**src/pscx_pkg.sv**
```systemverilog
package pscx_pkg;

  // default key store depth
  localparam int KEY_DEPTH_DEF = 64;

  // printable byte window and its span
  localparam logic [7:0] PRINT_LOW  = 8'd32;
  localparam logic [7:0] PRINT_HIGH = 8'd126;
  localparam logic [7:0] PRINT_SPAN = 8'd95;

  // request opcodes
  typedef enum logic [1:0] {
    OP_DATA      = 2'd0,
    OP_SHIFT_KEY = 2'd1,
    OP_XOR_KEY   = 2'd2
  } op_t;

  // configuration register indexes
  typedef enum logic [1:0] {
    REG_MODE      = 2'd0,
    REG_SHIFT_LEN = 2'd1,
    REG_XOR_LEN   = 2'd2
  } reg_idx_t;

  // per-request control for one key lane
  typedef struct packed {
    logic adv;  // key byte used, step position
    logic clr;  // end of message, position back to zero
  } lane_ctl_t;

endpackage

```
**src/printable_shift_and_xor_cipher_unit.sv**
```systemverilog
// Byte cipher: printable bytes (32..126) are rotated modulo 95 by a repeating
// shift key, and every byte is XORed with a repeating XOR key unless its
// length is 0; encrypt runs shift then XOR, decrypt runs XOR then the negated
// shift. Key bytes are loaded by requests with op 1 (shift key) and op 2 (XOR
// key); op 0 carries data and gives one result, end_of_message returns both
// key positions to zero. A request is taken every cycle that in_ready is high:
// both key stores are prefetched from the next key position, so a result is
// registered in the cycle after its request. in_ready is low while a result
// waits with out_ready low, during the access cycle of a configuration write,
// and in the cycle after it while the prefetch follows the new lengths. Set
// lengths and mode over the APB port only with no request open.
module printable_shift_and_xor_cipher_unit #(
  parameter int KEY_DEPTH = pscx_pkg::KEY_DEPTH_DEF
) (
  input  logic        clk,
  input  logic        rst,
  // configuration port
  input  logic        psel,
  input  logic        penable,
  input  logic        pwrite,
  input  logic [3:0]  paddr,
  input  logic [31:0] pwdata,
  output logic [31:0] prdata,
  output logic        pready,
  // request channel
  input  logic        in_valid,
  output logic        in_ready,
  input  logic [1:0]  op,
  input  logic [7:0]  byte_value,
  input  logic [5:0]  key_slot,
  input  logic        end_of_message,
  // result channel
  output logic        out_valid,
  input  logic        out_ready,
  output logic [7:0]  out_byte,
  output logic        out_last
);
  import pscx_pkg::*;

  logic       encrypt_mode;
  logic [6:0] shift_key_length;
  logic [6:0] xor_key_length;
  logic       cfg_wr;
  logic       cfg_wr_d;
  reg_idx_t   cfg_idx;
  logic       accept;
  logic       data_req;
  lane_ctl_t  shift_ctl;
  lane_ctl_t  xor_ctl;
  logic       shift_en;
  logic       xor_en;
  logic [6:0] shift_key;
  logic [7:0] xor_key;
  logic [7:0] res_byte;
  logic       shift_adv;
  logic       xor_adv;

  // configuration registers
  assign pready  = 1'b1;
  assign cfg_wr  = psel && penable && pwrite;
  assign cfg_idx = reg_idx_t'(paddr[3:2]);

  always_ff @(posedge clk) begin
    if (rst) begin
      encrypt_mode     <= 1'b1;
      shift_key_length <= '0;
      xor_key_length   <= '0;
      cfg_wr_d         <= 1'b0;
    end else begin
      cfg_wr_d <= cfg_wr;
      if (cfg_wr) begin
        unique case (cfg_idx)
          REG_MODE:      encrypt_mode     <= pwdata[0];
          REG_SHIFT_LEN: shift_key_length <= pwdata[6:0];
          REG_XOR_LEN:   xor_key_length   <= pwdata[6:0];
          default:       ;
        endcase
      end
    end
  end

  // register readback
  always_comb begin
    unique case (cfg_idx)
      REG_MODE:      prdata = {31'd0, encrypt_mode};
      REG_SHIFT_LEN: prdata = {25'd0, shift_key_length};
      REG_XOR_LEN:   prdata = {25'd0, xor_key_length};
      default:       prdata = '0;
    endcase
  end

  // request handshake
  assign in_ready = !cfg_wr && !cfg_wr_d && (!out_valid || out_ready);
  assign accept   = in_valid && in_ready;
  assign data_req = accept && (op == OP_DATA);

  assign shift_ctl.adv = data_req && shift_adv;
  assign shift_ctl.clr = data_req && end_of_message;
  assign xor_ctl.adv   = data_req && xor_adv;
  assign xor_ctl.clr   = data_req && end_of_message;

  // key lanes
  pscx_key_lane #(
    .KEY_DEPTH (KEY_DEPTH),
    .DW        (7)
  ) u_shift_lane (
    .clk     (clk),
    .rst     (rst),
    .key_len (shift_key_length),
    .wr_en   (accept && (op == OP_SHIFT_KEY)),
    .wr_slot (key_slot),
    .wr_data (byte_value[6:0]),
    .ctl     (shift_ctl),
    .en      (shift_en),
    .key     (shift_key)
  );

  pscx_key_lane #(
    .KEY_DEPTH (KEY_DEPTH),
    .DW        (8)
  ) u_xor_lane (
    .clk     (clk),
    .rst     (rst),
    .key_len (xor_key_length),
    .wr_en   (accept && (op == OP_XOR_KEY)),
    .wr_slot (key_slot),
    .wr_data (byte_value),
    .ctl     (xor_ctl),
    .en      (xor_en),
    .key     (xor_key)
  );

  // byte transform
  pscx_cipher u_cipher (
    .encrypt   (encrypt_mode),
    .din       (byte_value),
    .shift_en  (shift_en),
    .shift_key (shift_key),
    .xor_en    (xor_en),
    .xor_key   (xor_key),
    .dout      (res_byte),
    .shift_adv (shift_adv),
    .xor_adv   (xor_adv)
  );

  // result register
  always_ff @(posedge clk) begin
    if (rst) begin
      out_valid <= 1'b0;
    end else if (accept) begin
      out_valid <= data_req;
    end else if (out_ready) begin
      out_valid <= 1'b0;
    end
  end

  always_ff @(posedge clk) begin
    if (data_req) begin
      out_byte <= res_byte;
      out_last <= end_of_message;
    end
  end

  // checks
  a_cfg_bubble: assert property (@(posedge clk) disable iff (rst)
    cfg_wr |=> !in_ready)
    else $error("request taken right after a configuration write");

  a_data_result: assert property (@(posedge clk) disable iff (rst)
    (in_valid && in_ready && (op == OP_DATA)) |=>
      (out_valid && (out_last == $past(end_of_message))))
    else $error("data request did not give its result");

  a_no_result: assert property (@(posedge clk) disable iff (rst)
    (in_valid && in_ready && (op != OP_DATA)) |=> !out_valid)
    else $error("key request gave a result");

endmodule

```
**src/pscx_ram.sv**
```systemverilog
module pscx_ram #(
  parameter  int WIDTH = 8,
  parameter  int DEPTH = 64,
  localparam int AW    = (DEPTH > 1) ? $clog2(DEPTH) : 1
) (
  input  logic             clk,
  input  logic             we,
  input  logic [AW-1:0]    waddr,
  input  logic [WIDTH-1:0] wdata,
  input  logic [AW-1:0]    raddr,
  output logic [WIDTH-1:0] rdata
);

  logic [WIDTH-1:0] mem [DEPTH];

  // single write port, registered read
  always_ff @(posedge clk) begin
    if (we) begin
      mem[waddr] <= wdata;
    end
    rdata <= mem[raddr];
  end

endmodule

```
**src/pscx_key_lane.sv**
```systemverilog
module pscx_key_lane #(
  parameter int KEY_DEPTH = 64,
  parameter int DW        = 8
) (
  input  logic                clk,
  input  logic                rst,
  input  logic [6:0]          key_len,
  input  logic                wr_en,
  input  logic [5:0]          wr_slot,
  input  logic [DW-1:0]       wr_data,
  input  pscx_pkg::lane_ctl_t ctl,
  output logic                en,
  output logic [DW-1:0]       key
);
  import pscx_pkg::*;

  localparam int AW = (KEY_DEPTH > 1) ? $clog2(KEY_DEPTH) : 1;
  localparam int LW = $clog2(KEY_DEPTH + 1);
  localparam int CW = (LW > 7) ? LW : 7;

  logic [AW-1:0] pos;
  logic [AW-1:0] pos_next;
  logic [LW-1:0] eff_len;
  logic [AW-1:0] cur_pos;
  logic [LW-1:0] pos_inc;
  logic [AW-1:0] step_pos;
  logic [AW-1:0] raddr;
  logic          we;
  logic [AW-1:0] waddr;
  logic [DW-1:0] rdata;
  logic          byp_hit;
  logic [DW-1:0] byp_data;

  // length saturated to the store depth
  always_comb begin
    if (CW'(key_len) > CW'(KEY_DEPTH)) begin
      eff_len = LW'(KEY_DEPTH);
    end else begin
      eff_len = LW'(key_len);
    end
  end

  assign en = (eff_len != '0);

  // position in use, wrapped back when the length was lowered
  assign cur_pos  = (LW'(pos) < eff_len) ? pos : '0;
  assign pos_inc  = LW'(cur_pos) + LW'(1);
  assign step_pos = (pos_inc >= eff_len) ? '0 : AW'(pos_inc);

  always_comb begin
    if (ctl.clr) begin
      pos_next = '0;
    end else if (ctl.adv) begin
      pos_next = step_pos;
    end else begin
      pos_next = pos;
    end
  end

  always_ff @(posedge clk) begin
    if (rst) begin
      pos <= '0;
    end else begin
      pos <= pos_next;
    end
  end

  // prefetch the key byte for the next request
  assign raddr = (LW'(pos_next) < eff_len) ? pos_next : '0;
  assign we    = wr_en && (int'(wr_slot) < KEY_DEPTH);
  assign waddr = AW'(wr_slot);

  pscx_ram #(
    .WIDTH (DW),
    .DEPTH (KEY_DEPTH)
  ) u_ram (
    .clk   (clk),
    .we    (we),
    .waddr (waddr),
    .wdata (wr_data),
    .raddr (raddr),
    .rdata (rdata)
  );

  // forward a key write that lands on the prefetched entry
  always_ff @(posedge clk) begin
    if (rst) begin
      byp_hit <= 1'b0;
    end else begin
      byp_hit <= we && (waddr == raddr);
    end
    byp_data <= wr_data;
  end

  assign key = byp_hit ? byp_data : rdata;

endmodule

```
**src/pscx_cipher.sv**
```systemverilog
module pscx_cipher (
  input  logic       encrypt,
  input  logic [7:0] din,
  input  logic       shift_en,
  input  logic [6:0] shift_key,
  input  logic       xor_en,
  input  logic [7:0] xor_key,
  output logic [7:0] dout,
  output logic       shift_adv,
  output logic       xor_adv
);
  import pscx_pkg::*;

  logic [7:0] amt_raw;
  logic [7:0] amt_a;
  logic [7:0] amt_b;
  logic [7:0] amt;
  logic [7:0] shift_in;
  logic [7:0] shift_out;
  logic [7:0] xor_first;
  logic [7:0] xor_out;
  logic [7:0] rot_sum;
  logic       printable;

  // (key - 32) mod 95, then negated for decrypt
  always_comb begin
    amt_raw = {1'b0, shift_key} + 8'd63;
    amt_a   = (amt_raw >= PRINT_SPAN) ? amt_raw - PRINT_SPAN : amt_raw;
    amt_b   = (amt_a >= PRINT_SPAN) ? amt_a - PRINT_SPAN : amt_a;
    if (encrypt || (amt_b == '0)) begin
      amt = amt_b;
    end else begin
      amt = PRINT_SPAN - amt_b;
    end
  end

  // decrypt applies the xor key ahead of the rotation
  assign xor_first = xor_en ? (din ^ xor_key) : din;
  assign shift_in  = encrypt ? din : xor_first;

  // rotate within the printable window
  always_comb begin
    printable = (shift_in >= PRINT_LOW) && (shift_in <= PRINT_HIGH);
    rot_sum   = (shift_in - PRINT_LOW) + amt;
    if (rot_sum >= PRINT_SPAN) begin
      rot_sum = rot_sum - PRINT_SPAN;
    end
    shift_adv = shift_en && printable;
    shift_out = shift_adv ? rot_sum + PRINT_LOW : shift_in;
  end

  // encrypt applies the xor key after the rotation
  assign xor_adv = xor_en;
  assign xor_out = xor_en ? (shift_out ^ xor_key) : shift_out;

  assign dout = encrypt ? xor_out : shift_out;

endmodule
```
**config.mk**
```make
export PLATFORM = sky130hd
export DESIGN_NAME = printable_shift_and_xor_cipher_unit
export DESIGN_NICKNAME = d
export VERILOG_FILES = /design/src/pscx_pkg.sv /design/src/printable_shift_and_xor_cipher_unit.sv /design/src/pscx_ram.sv /design/src/pscx_key_lane.sv /design/src/pscx_cipher.sv
export SDC_FILE = /design/constraint.sdc
export NUM_CORES = 1
export LEC_CHECK = 0
export ABC_AREA = 1
export BUFFER_PORTS_ARGS = -buffer_cell sky130_fd_sc_hd__clkbuf_2
export CAP_MARGIN = 0
export CORE_MARGIN = 3
export CORE_UTILIZATION = 25
export DETAILED_ROUTE_END_ITERATION = 6
export HOLD_SLACK_MARGIN = 0.05
export SYNTH_ARGS = -nofsm -noshare
export SYNTH_HDL_FRONTEND = slang
export SYNTH_SLANG_ARGS = --single-unit
```
**constraint.sdc**
```tcl
create_clock -name clk -period 7.1 [get_ports clk]
set_input_delay 0 -clock clk [delete_from_list [all_inputs] [get_ports clk]]
set_output_delay 0 -clock clk [all_outputs]
set_load 0.005 [all_outputs]
```
=== After elaboration in Yosys (flattened, before gate mapping) ===
Memory sizes are Yosys's and may differ from the RTL's. A register that Yosys moved wholly into a read port is not among the register bits.
Cells that the tools add are included.

* Bitwise logic cells: 2
* Multiplexer cells: 30
* Equal/unequal tests: 6
* Div/mod/pow operators: 0
* Shift operators: 0
* Multipliers: 0
* Reduce and logical (&&, ||, !) cells: 29
* Magnitude comparators: 13
* Add/sub/neg operators: 10

{| class="wikitable"
|+ Operators with widths
! kind !! count
|-
| $mux 8 || 10
|-
| $mux 6 || 10
|-
| $lt 6x7->1 || 4
|-
| $ge 8x7->1 const B || 3
|-
| $sub 8x7->8 const B || 3
|-
| $mux 7 || 3
|-
| $pmux 7 s3 || 1
|-
| $xor 8x8->8 || 2
|-
| $logic_and 1x1->1 || 15
|-
| $add 6x1->7 const B || 2
|-
| $ge 7x7->1 || 2
|-
| $gt 7x7->1 const B || 2
|-
| $reduce_bool 7->1 || 2
|-
| $eq 6x6->1 || 2
|-
| $add 7x6->8 const B || 1
|-
| $add 8x6->8 const B || 1
|-
| $add 8x8->8 || 1
|-
| $ge 8x6->1 const B || 1
|-
| $le 8x7->1 const B || 1
|-
| $logic_not 8->1 || 1
|-
| $sub 7x8->8 const A || 1
|-
| $sub 8x6->8 const B || 1
|-
| $mux 1 || 6
|-
| $reduce_and 2->1 || 3
|-
| 6 further kinds || 12
|}

* Memories: 2
* Bits in read-only memories: 0
* Word-level logic and storage cells: 105
* Register bits after elaboration: 55
* RAM bits: 960
* Bits in latches: 0

{| class="wikitable"
|+ Memories
! name !! words !! bits a word !! rd ports !! clocked after Yosys merged registers in !! write ports !! line !! text
|-
| u_xor_lane.u_ram.mem || 64 || 8 || 1 || 1 || 1 || pscx_ram.sv:14 || <nowiki>logic [WIDTH-1:0] mem [DEPTH];</nowiki>
|-
| u_shift_lane.u_ram.mem || 64 || 7 || 1 || 1 || 1 || pscx_ram.sv:14 ||
|}

=== Longest topological paths before layout ===
* Word-level depth: 17
* Gate-level depth with buffers: 54
* Mapped depth without buffers: 54

=== By module ===
Synthesis repeated with hierarchy kept, for this count alone.

* Cell total of the unflattened synthesis: 4279
* Area, all modules: 45857.7 um2

{| class="wikitable"
|+ Modules (own cells, without submodules)
! module !! cells an instance !! area each (um2) !! times used
|-
| pscx_ram at u_xor_lane.u_ram || 1805 || 21339.2 || 1
|-
| pscx_ram at u_shift_lane.u_ram || 1590 || 18545.3 || 1
|-
| pscx_cipher || 310 || 1791.7 || 1
|-
| pscx_key_lane at u_xor_lane || 215 || 1420.1 || 1
|-
| printable_shift_and_xor_cipher_unit || 150 || 1395.1 || 1
|-
| pscx_key_lane at u_shift_lane || 209 || 1366.3 || 1
|}

=== Least setup slack after synthesis ===
OpenSTA, ideal clock, no wires.

* Kind: reg2reg
* From: reg u_shift_lane.byp_hit
* To: reg out_byte[6], data pin
* Arrival: 6.086 ns
* Setup time: 0.265 ns
* Stages on the path, launching flop included: 49
* Slack: 0.749 ns
* Required time: 6.835 ns
* Period minus slack after synthesis: 6.351 ns
* Path through: dfxtp_1 -> nand2_1 -> nand2_1 -> ha_1 -> nand3_1 -> nor2_1 -> nand3_1 -> xor2_2 -> nand2_4 -> nand2_4 -> xor2_1 -> inv_1 -> ha_1 -> nand3_2 -> nor2_2 -> nand2_1 -> nand2_1 -> nand2_2 -> [... 13 more ...] -> nand2_1 -> a21oi_1 -> nor2_1 -> nor2_1 -> xnor2_1 -> xnor2_1 -> xor2_1 -> inv_1 -> nand3_2 -> nand3_4 -> inv_2 -> nand2_1 -> nand2_1 -> inv_1 -> ha_1 -> nand2_1 -> o21ai_0 -> xor2_1

* Cells in the longest elaborated chain, start to end: 17
* Elaborated cells on any way between the ends: 21
* Classes of those cells: 7 x add/sub; 3 x order compare; 8 x mux; 1 x bitwise; 2 x reduce/logical

{| class="wikitable"
|+ Ends and longest elaborated chain
! item !! line !! text
|-
| start: declaration || pscx_key_lane.sv:31 || <nowiki>logic byp_hit;</nowiki>
|-
| start signal: assignment || pscx_key_lane.sv:90 || <nowiki>byp_hit <= we && (waddr == raddr);</nowiki>
|-
| $mux 7 (*) || pscx_key_lane.sv:95 || <nowiki>assign key = byp_hit ? byp_data : rdata;</nowiki>
|-
| $add 7x6->8 (*) || pscx_cipher.sv:27 || <nowiki>amt_raw = {1'b0, shift_key} + 8'd63;</nowiki>
|-
| $sub 8x7->8 or $ge 8x7->1 (tied branches) || pscx_cipher.sv:28 || <nowiki>amt_a = (amt_raw >= PRINT_SPAN) ? amt_raw - PRINT_SPAN : amt_raw;</nowiki>
|-
| $mux 8 (*) || pscx_cipher.sv:28 ||
|-
| $sub 8x7->8 or $ge 8x7->1 (tied branches) || pscx_cipher.sv:29 || <nowiki>amt_b = (amt_a >= PRINT_SPAN) ? amt_a - PRINT_SPAN : amt_a;</nowiki>
|-
| $mux 8 (*) || pscx_cipher.sv:29 ||
|-
| branches (longest 2 deep; another with $sub 7x8->8) || -- ||
|-
| $mux 8 (*) || pscx_cipher.sv:30 || <nowiki>if (encrypt || (amt_b == '0)) begin</nowiki>
|-
| $add 8x8->8 (*) || pscx_cipher.sv:44 || <nowiki>rot_sum = (shift_in - PRINT_LOW) + amt;</nowiki>
|-
| $sub 8x7->8 or $ge 8x7->1 (tied branches) || pscx_cipher.sv:46, pscx_cipher.sv:45 ||
|-
| $mux 8 (*) || pscx_cipher.sv:45 || <nowiki>if (rot_sum >= PRINT_SPAN) begin</nowiki>
|-
| $add 8x6->8 (*) || pscx_cipher.sv:49 || <nowiki>shift_out = shift_adv ? rot_sum + PRINT_LOW : shift_in;</nowiki>
|-
| $mux 8 (*) || pscx_cipher.sv:49 ||
|-
| $xor 8x8->8 || pscx_cipher.sv:54 || <nowiki>assign xor_out = xor_en ? (shift_out ^ xor_key) : shift_out;</nowiki>
|-
| $mux 8 || pscx_cipher.sv:54 ||
|-
| $mux 8 (*) || pscx_cipher.sv:56 || <nowiki>assign dout = encrypt ? xor_out : shift_out;</nowiki>
|-
| net res_byte[6] || printable_shift_and_xor_cipher_unit.sv:54 || <nowiki>logic [7:0] res_byte;</nowiki>
|-
| end signal: assignment || printable_shift_and_xor_cipher_unit.sv:159 || <nowiki>out_byte <= res_byte;</nowiki>
|-
| end: declaration || printable_shift_and_xor_cipher_unit.sv:35 || <nowiki>output logic [7:0] out_byte,</nowiki>
|}

Mark *: on every way through the listed nets, which the timed path passes.
A chain may end at the register's enable or synchronous reset.

=== Worst setup path in the final report ===
* From: reg shift_key_length[4]
* To: reg u_shift_lane.byp_hit

* Cells in the longest elaborated chain, start to end: 13
* Elaborated cells on any way between the ends: 16
* Classes of those cells: 1 x add/sub; 4 x order compare; 1 x eq/ne; 6 x mux; 4 x reduce/logical

{| class="wikitable"
|+ Ends and longest elaborated chain
! item !! line !! text
|-
| start: declaration || printable_shift_and_xor_cipher_unit.sv:41 || <nowiki>logic [6:0] shift_key_length;</nowiki>
|-
| start signal: assignment || printable_shift_and_xor_cipher_unit.sv:74 || <nowiki>REG_SHIFT_LEN: shift_key_length <= pwdata[6:0];</nowiki>
|-
| $gt 7x7->1 || pscx_key_lane.sv:36 || <nowiki>if (CW'(key_len) > CW'(KEY_DEPTH)) begin</nowiki>
|-
| $mux 7 (*) || pscx_key_lane.sv:36 ||
|-
| $lt 6x7->1 || pscx_key_lane.sv:46 || <nowiki>assign cur_pos = (LW'(pos) < eff_len) ? pos : '0;</nowiki>
|-
| $mux 6 || pscx_key_lane.sv:46 ||
|-
| $add 6x1->7 || pscx_key_lane.sv:47 || <nowiki>assign pos_inc = LW'(cur_pos) + LW'(1);</nowiki>
|-
| $ge 7x7->1 || pscx_key_lane.sv:48 || <nowiki>assign step_pos = (pos_inc >= eff_len) ? '0 : AW'(pos_inc);</nowiki>
|-
| $mux 6 || pscx_key_lane.sv:48 ||
|-
| $mux 6 (*) || pscx_key_lane.sv:53 || <nowiki>end else if (ctl.adv) begin</nowiki>
|-
| $mux 6 (*) || pscx_key_lane.sv:51 || <nowiki>if (ctl.clr) begin</nowiki>
|-
| net u_shift_lane.pos_next[5] || pscx_key_lane.sv:22 || <nowiki>logic [AW-1:0] pos_next;</nowiki>
|-
| $lt 6x7->1 || pscx_key_lane.sv:69 || <nowiki>assign raddr = (LW'(pos_next) < eff_len) ? pos_next : '0;</nowiki>
|-
| $mux 6 (*) || pscx_key_lane.sv:69 ||
|-
| $eq 6x6->1 (*) || pscx_key_lane.sv:90 ||
|-
| $logic_and 1x1->1 (*) || pscx_key_lane.sv:90 ||
|}

The timed path passes the listed nets; every way through them passes the cells marked *.

==> impl_metrics.tcl <==
set metrics [dict create \
    period_minus_slack_ns 6.66 \
    vias 33100 \
    viasPerCell 4.51 \
    max_slew.worst_pin.slew_ns 1.23 \
    path_clk_slew_ns 0.06 \
    hpwl_mm 81.1 \
    ios 104 \
    critical_path_class "reg -> reg" \
    track_usage 0.127 \
    power_leakage_nw 21.8 \
    critPathRequiredTime_ns 7.60 \
    final.period_utilization 0.938 \
    regToRegSetupSlack_ns 0.44 \
    nNetsFinal 4868 \
    syn-mean-instance-area_um2 10.2 \
    cp_common_cell "nand2_1" \
    final_hold_viol_count 0 \
    yosysUniqueCellTypes 56 \
    cp.arrival_ns 7.16 \
    cp-end-kind "flip-flop" \
    skew_ns 0.0569 \
    rows 159 \
    grt_pass1_wl_mm 196 \
    critPathTopFamily "simple AND/OR/NAND/NOR gates" \
    synth-seq-cells 1023 \
    worstHoldPathType "in -> reg" \
    fin_setup_tns_ns 0 \
    critical_path_buf_inv_count 5 \
    clk-insertion-delay-late_ns 0.71 \
    max_stage_delay_ns 0.58 \
    gp_congestion 0.834 \
    initial_core_util 0.253 \
    rsz0062_at_grt "true" \
    fin_cells 7340 \
    cts_buffers 107 \
    final_max_slew_viol_count 0 \
    async_reset_ff_frac 0 \
    dpl_cell_area_um2 50600 \
    antenna_left 0 \
    grt_max_degree 113 \
    setup_viol 0 \
    portBuffers 50 \
    ys_seq_area_frac 0.634 \
    die_h_um 443 \
    worst_path_max_delay_cell "dlygate4sd3_1" \
    ys.flop_type "edfxtp_1" \
    root_buffer "clkbuf_16" \
    outcome "finished, final reports clean" \
    drive_above_1_share 0.0844 \
    die_area_um2 196000 \
    clock.fmax_ghz 0.150 \
    hold_slack_ns 0.0648 \
    clk_path_buf_depth 3 \
    htreeDepth 3 \
    placed_cells 7079 \
    routed_wl_mm 129 \
    ys_warn_count 0 \
    grt-ovfl-total 0 \
    dieWidth_um 443 \
    drc 0 \
    syn_inst 4692 \
    crit_path_start_kind "flip-flop" \
    cts.sinks 1023 \
    antenna_found_initial 9 \
    powerDensity_nw_per_um2 233 \
    wl_per_cell_um 17.5 \
    first_global_vias 31300 \
    fin_util 0.290 \
    fin_area_um2 54700 \
    synth-edff-count 969 \
    crit_fanout 9 \
    cts_tree "built" \
    area_growth_pct 14.7 \
    max_cap_viol_count 0 \
    drt_iter0_markers 2999 \
    slew_headroom 0.175 \
    syn_area_um2 47600 \
    ir_drop_v 0.000216 \
    core_area_um2 189000 \
    drtPass1Iterations 6 \
]
[final timing paths]
path,endpoint,cells past startpoint,start
max,u_shift_lane.byp_hit,35,shift_key_length[4]
min,xor_key_length[4],5,psel
max reg2reg,u_shift_lane.byp_hit,35,shift_key_length[4]
min reg2reg,shift_key_length[0],2,shift_key_length[0]
[layer usage]
metal	up-vias	GRT usage	wire (µm)
met5	-	0	0
met4	0	0.0420	3960
met3	208	0.0170	8280
met2	1132	0.208	60000
met1	15900	0.174	56500
li1	15900	-	-
[Yosys cell counts (all sizes together), types with 2 or more instances]
cell    instances  area (µm²)
nand2        1042        3990
edfxtp        969       29100
inv           793        2980
nand3         731        3720
nor2          254        1040
buf           208        1240
o211ai        191        1430
nand4         142         910
clkbuf         67         251
o21ai          56         292
ha             55         688
dfxtp          54        1080
a21oi          36         180
nor3           23         131
xor2           23         224
xnor2          11         104
o22ai           7        43.8
clkinv          5        18.8
a22o            3        26.3
a22oi           2        15.0
conb            2        7.51
nand3b          2        15.0
nor4            2        25.0
o21a            2        15.0
o221ai          2        17.5
[report_power, final]
group	switching, W	internal (W)	leakage [nW]
Clock	0.00237	0.00302	1.64
Combinational	0.000521	0.000201	11.0
Sequential	0.00000862	0.00662	9.15
Total	0.00290	0.00983	21.8
[area by class of cell]
type / count / area (µm²)
Clock inverter: 65 / 498
Inverter: 798 / 3010
Clock buffer: 136 / 2850
Fill cell: 19400 / 134000
Timing Repair Buffer: 202 / 1780
Multi-Input combinational cell: 2620 / 13200
Sequential cell: 1023 / 30200
Tap cell: 2495 / 3120
Antenna cell: 1 / 2.50
[state kept, by name, indices dropped and copies added (netlist names), 6 cells and up]
name / flops
u_shift_lane.u_ram.rdata: 7
shift_key_length: 7
u_shift_lane.u_ram.mem: 448
xor_key_length: 7
u_xor_lane.byp_data: 8
u_xor_lane.pos: 6
u_xor_lane.u_ram.rdata: 8
u_xor_lane.u_ram.mem: 512
u_shift_lane.pos: 6
out_byte: 8
[metrics by stage]
stage | power (W) | setup WS [ns]
detailed placement | 0.00744 | 0.111
CTS | 0.0128 | 0.0355
global route | 0.0131 | -0.0820
global placement | 0.00743 | 0.0790
finish | 0.0127 | 0.437
floorplan | 0.00716 | 0.749
[placed cells by master, fill, tap and decap left out, types with 10 or more instances in the layout]
| master | instances |
|---|---|
| clkbuf_2 | 43 |
| xnor2_1 | 10 |
| dfxtp_1 | 54 |
| nand2_2 | 17 |
| a21oi_1 | 34 |
| ha_1 | 54 |
| nand3_2 | 11 |
| inv_2 | 13 |
| clkbuf_1 | 24 |
| nor2_2 | 14 |
| conb_1 | 26 |
| clkbuf_16 | 108 |
| nand3_1 | 717 |
| edfxtp_1 | 969 |
| o211ai_1 | 191 |
| clkinv_2 | 23 |
| nand2_1 | 1017 |
| nor3_1 | 21 |
| buf_12 | 21 |
| dlygate4sd3_1 | 42 |
| o21ai_0 | 38 |
| inv_1 | 778 |
| nand4_1 | 140 |
| nor2_1 | 230 |
| clkinv_1 | 34 |
| xor2_1 | 19 |
| buf_4 | 94 |
| o21ai_1 | 14 |
[worst min-delay path, cell delays in order]
cell and delay, ns:
clkbuf_2 0.09, nand3_2 0.24, nor2_1 0.15, o21ai_0 0.15, nor2_1 0.05
[logic make-up after synthesis]
| logic type | Yosys count | synth area share |
|---|---|---|
| AND/OR/NAND/NOR | 2200 | 0.207 |
| buffers and inverters | 1073 | 0.0943 |
| flip-flops | 1023 | 0.634 |
| AO/OA/AOI/OAI | 304 | 0.0434 |
| adder cells (fa/ha/maj) | 56 | 0.0149 |
| XOR/XNOR | 34 | 0.00688 |
| other | 2 | 0.000158 |
[repair_timing]
item,4_1_cts,5_1_grt
endpoints found under the hold margin,119,0
buffers inserted,0,17
resized for setup,0,27
hold buffers,42,0
endpoints found under the setup margin,0,20
No activity file was read; power rests on OpenSTA's default activity.
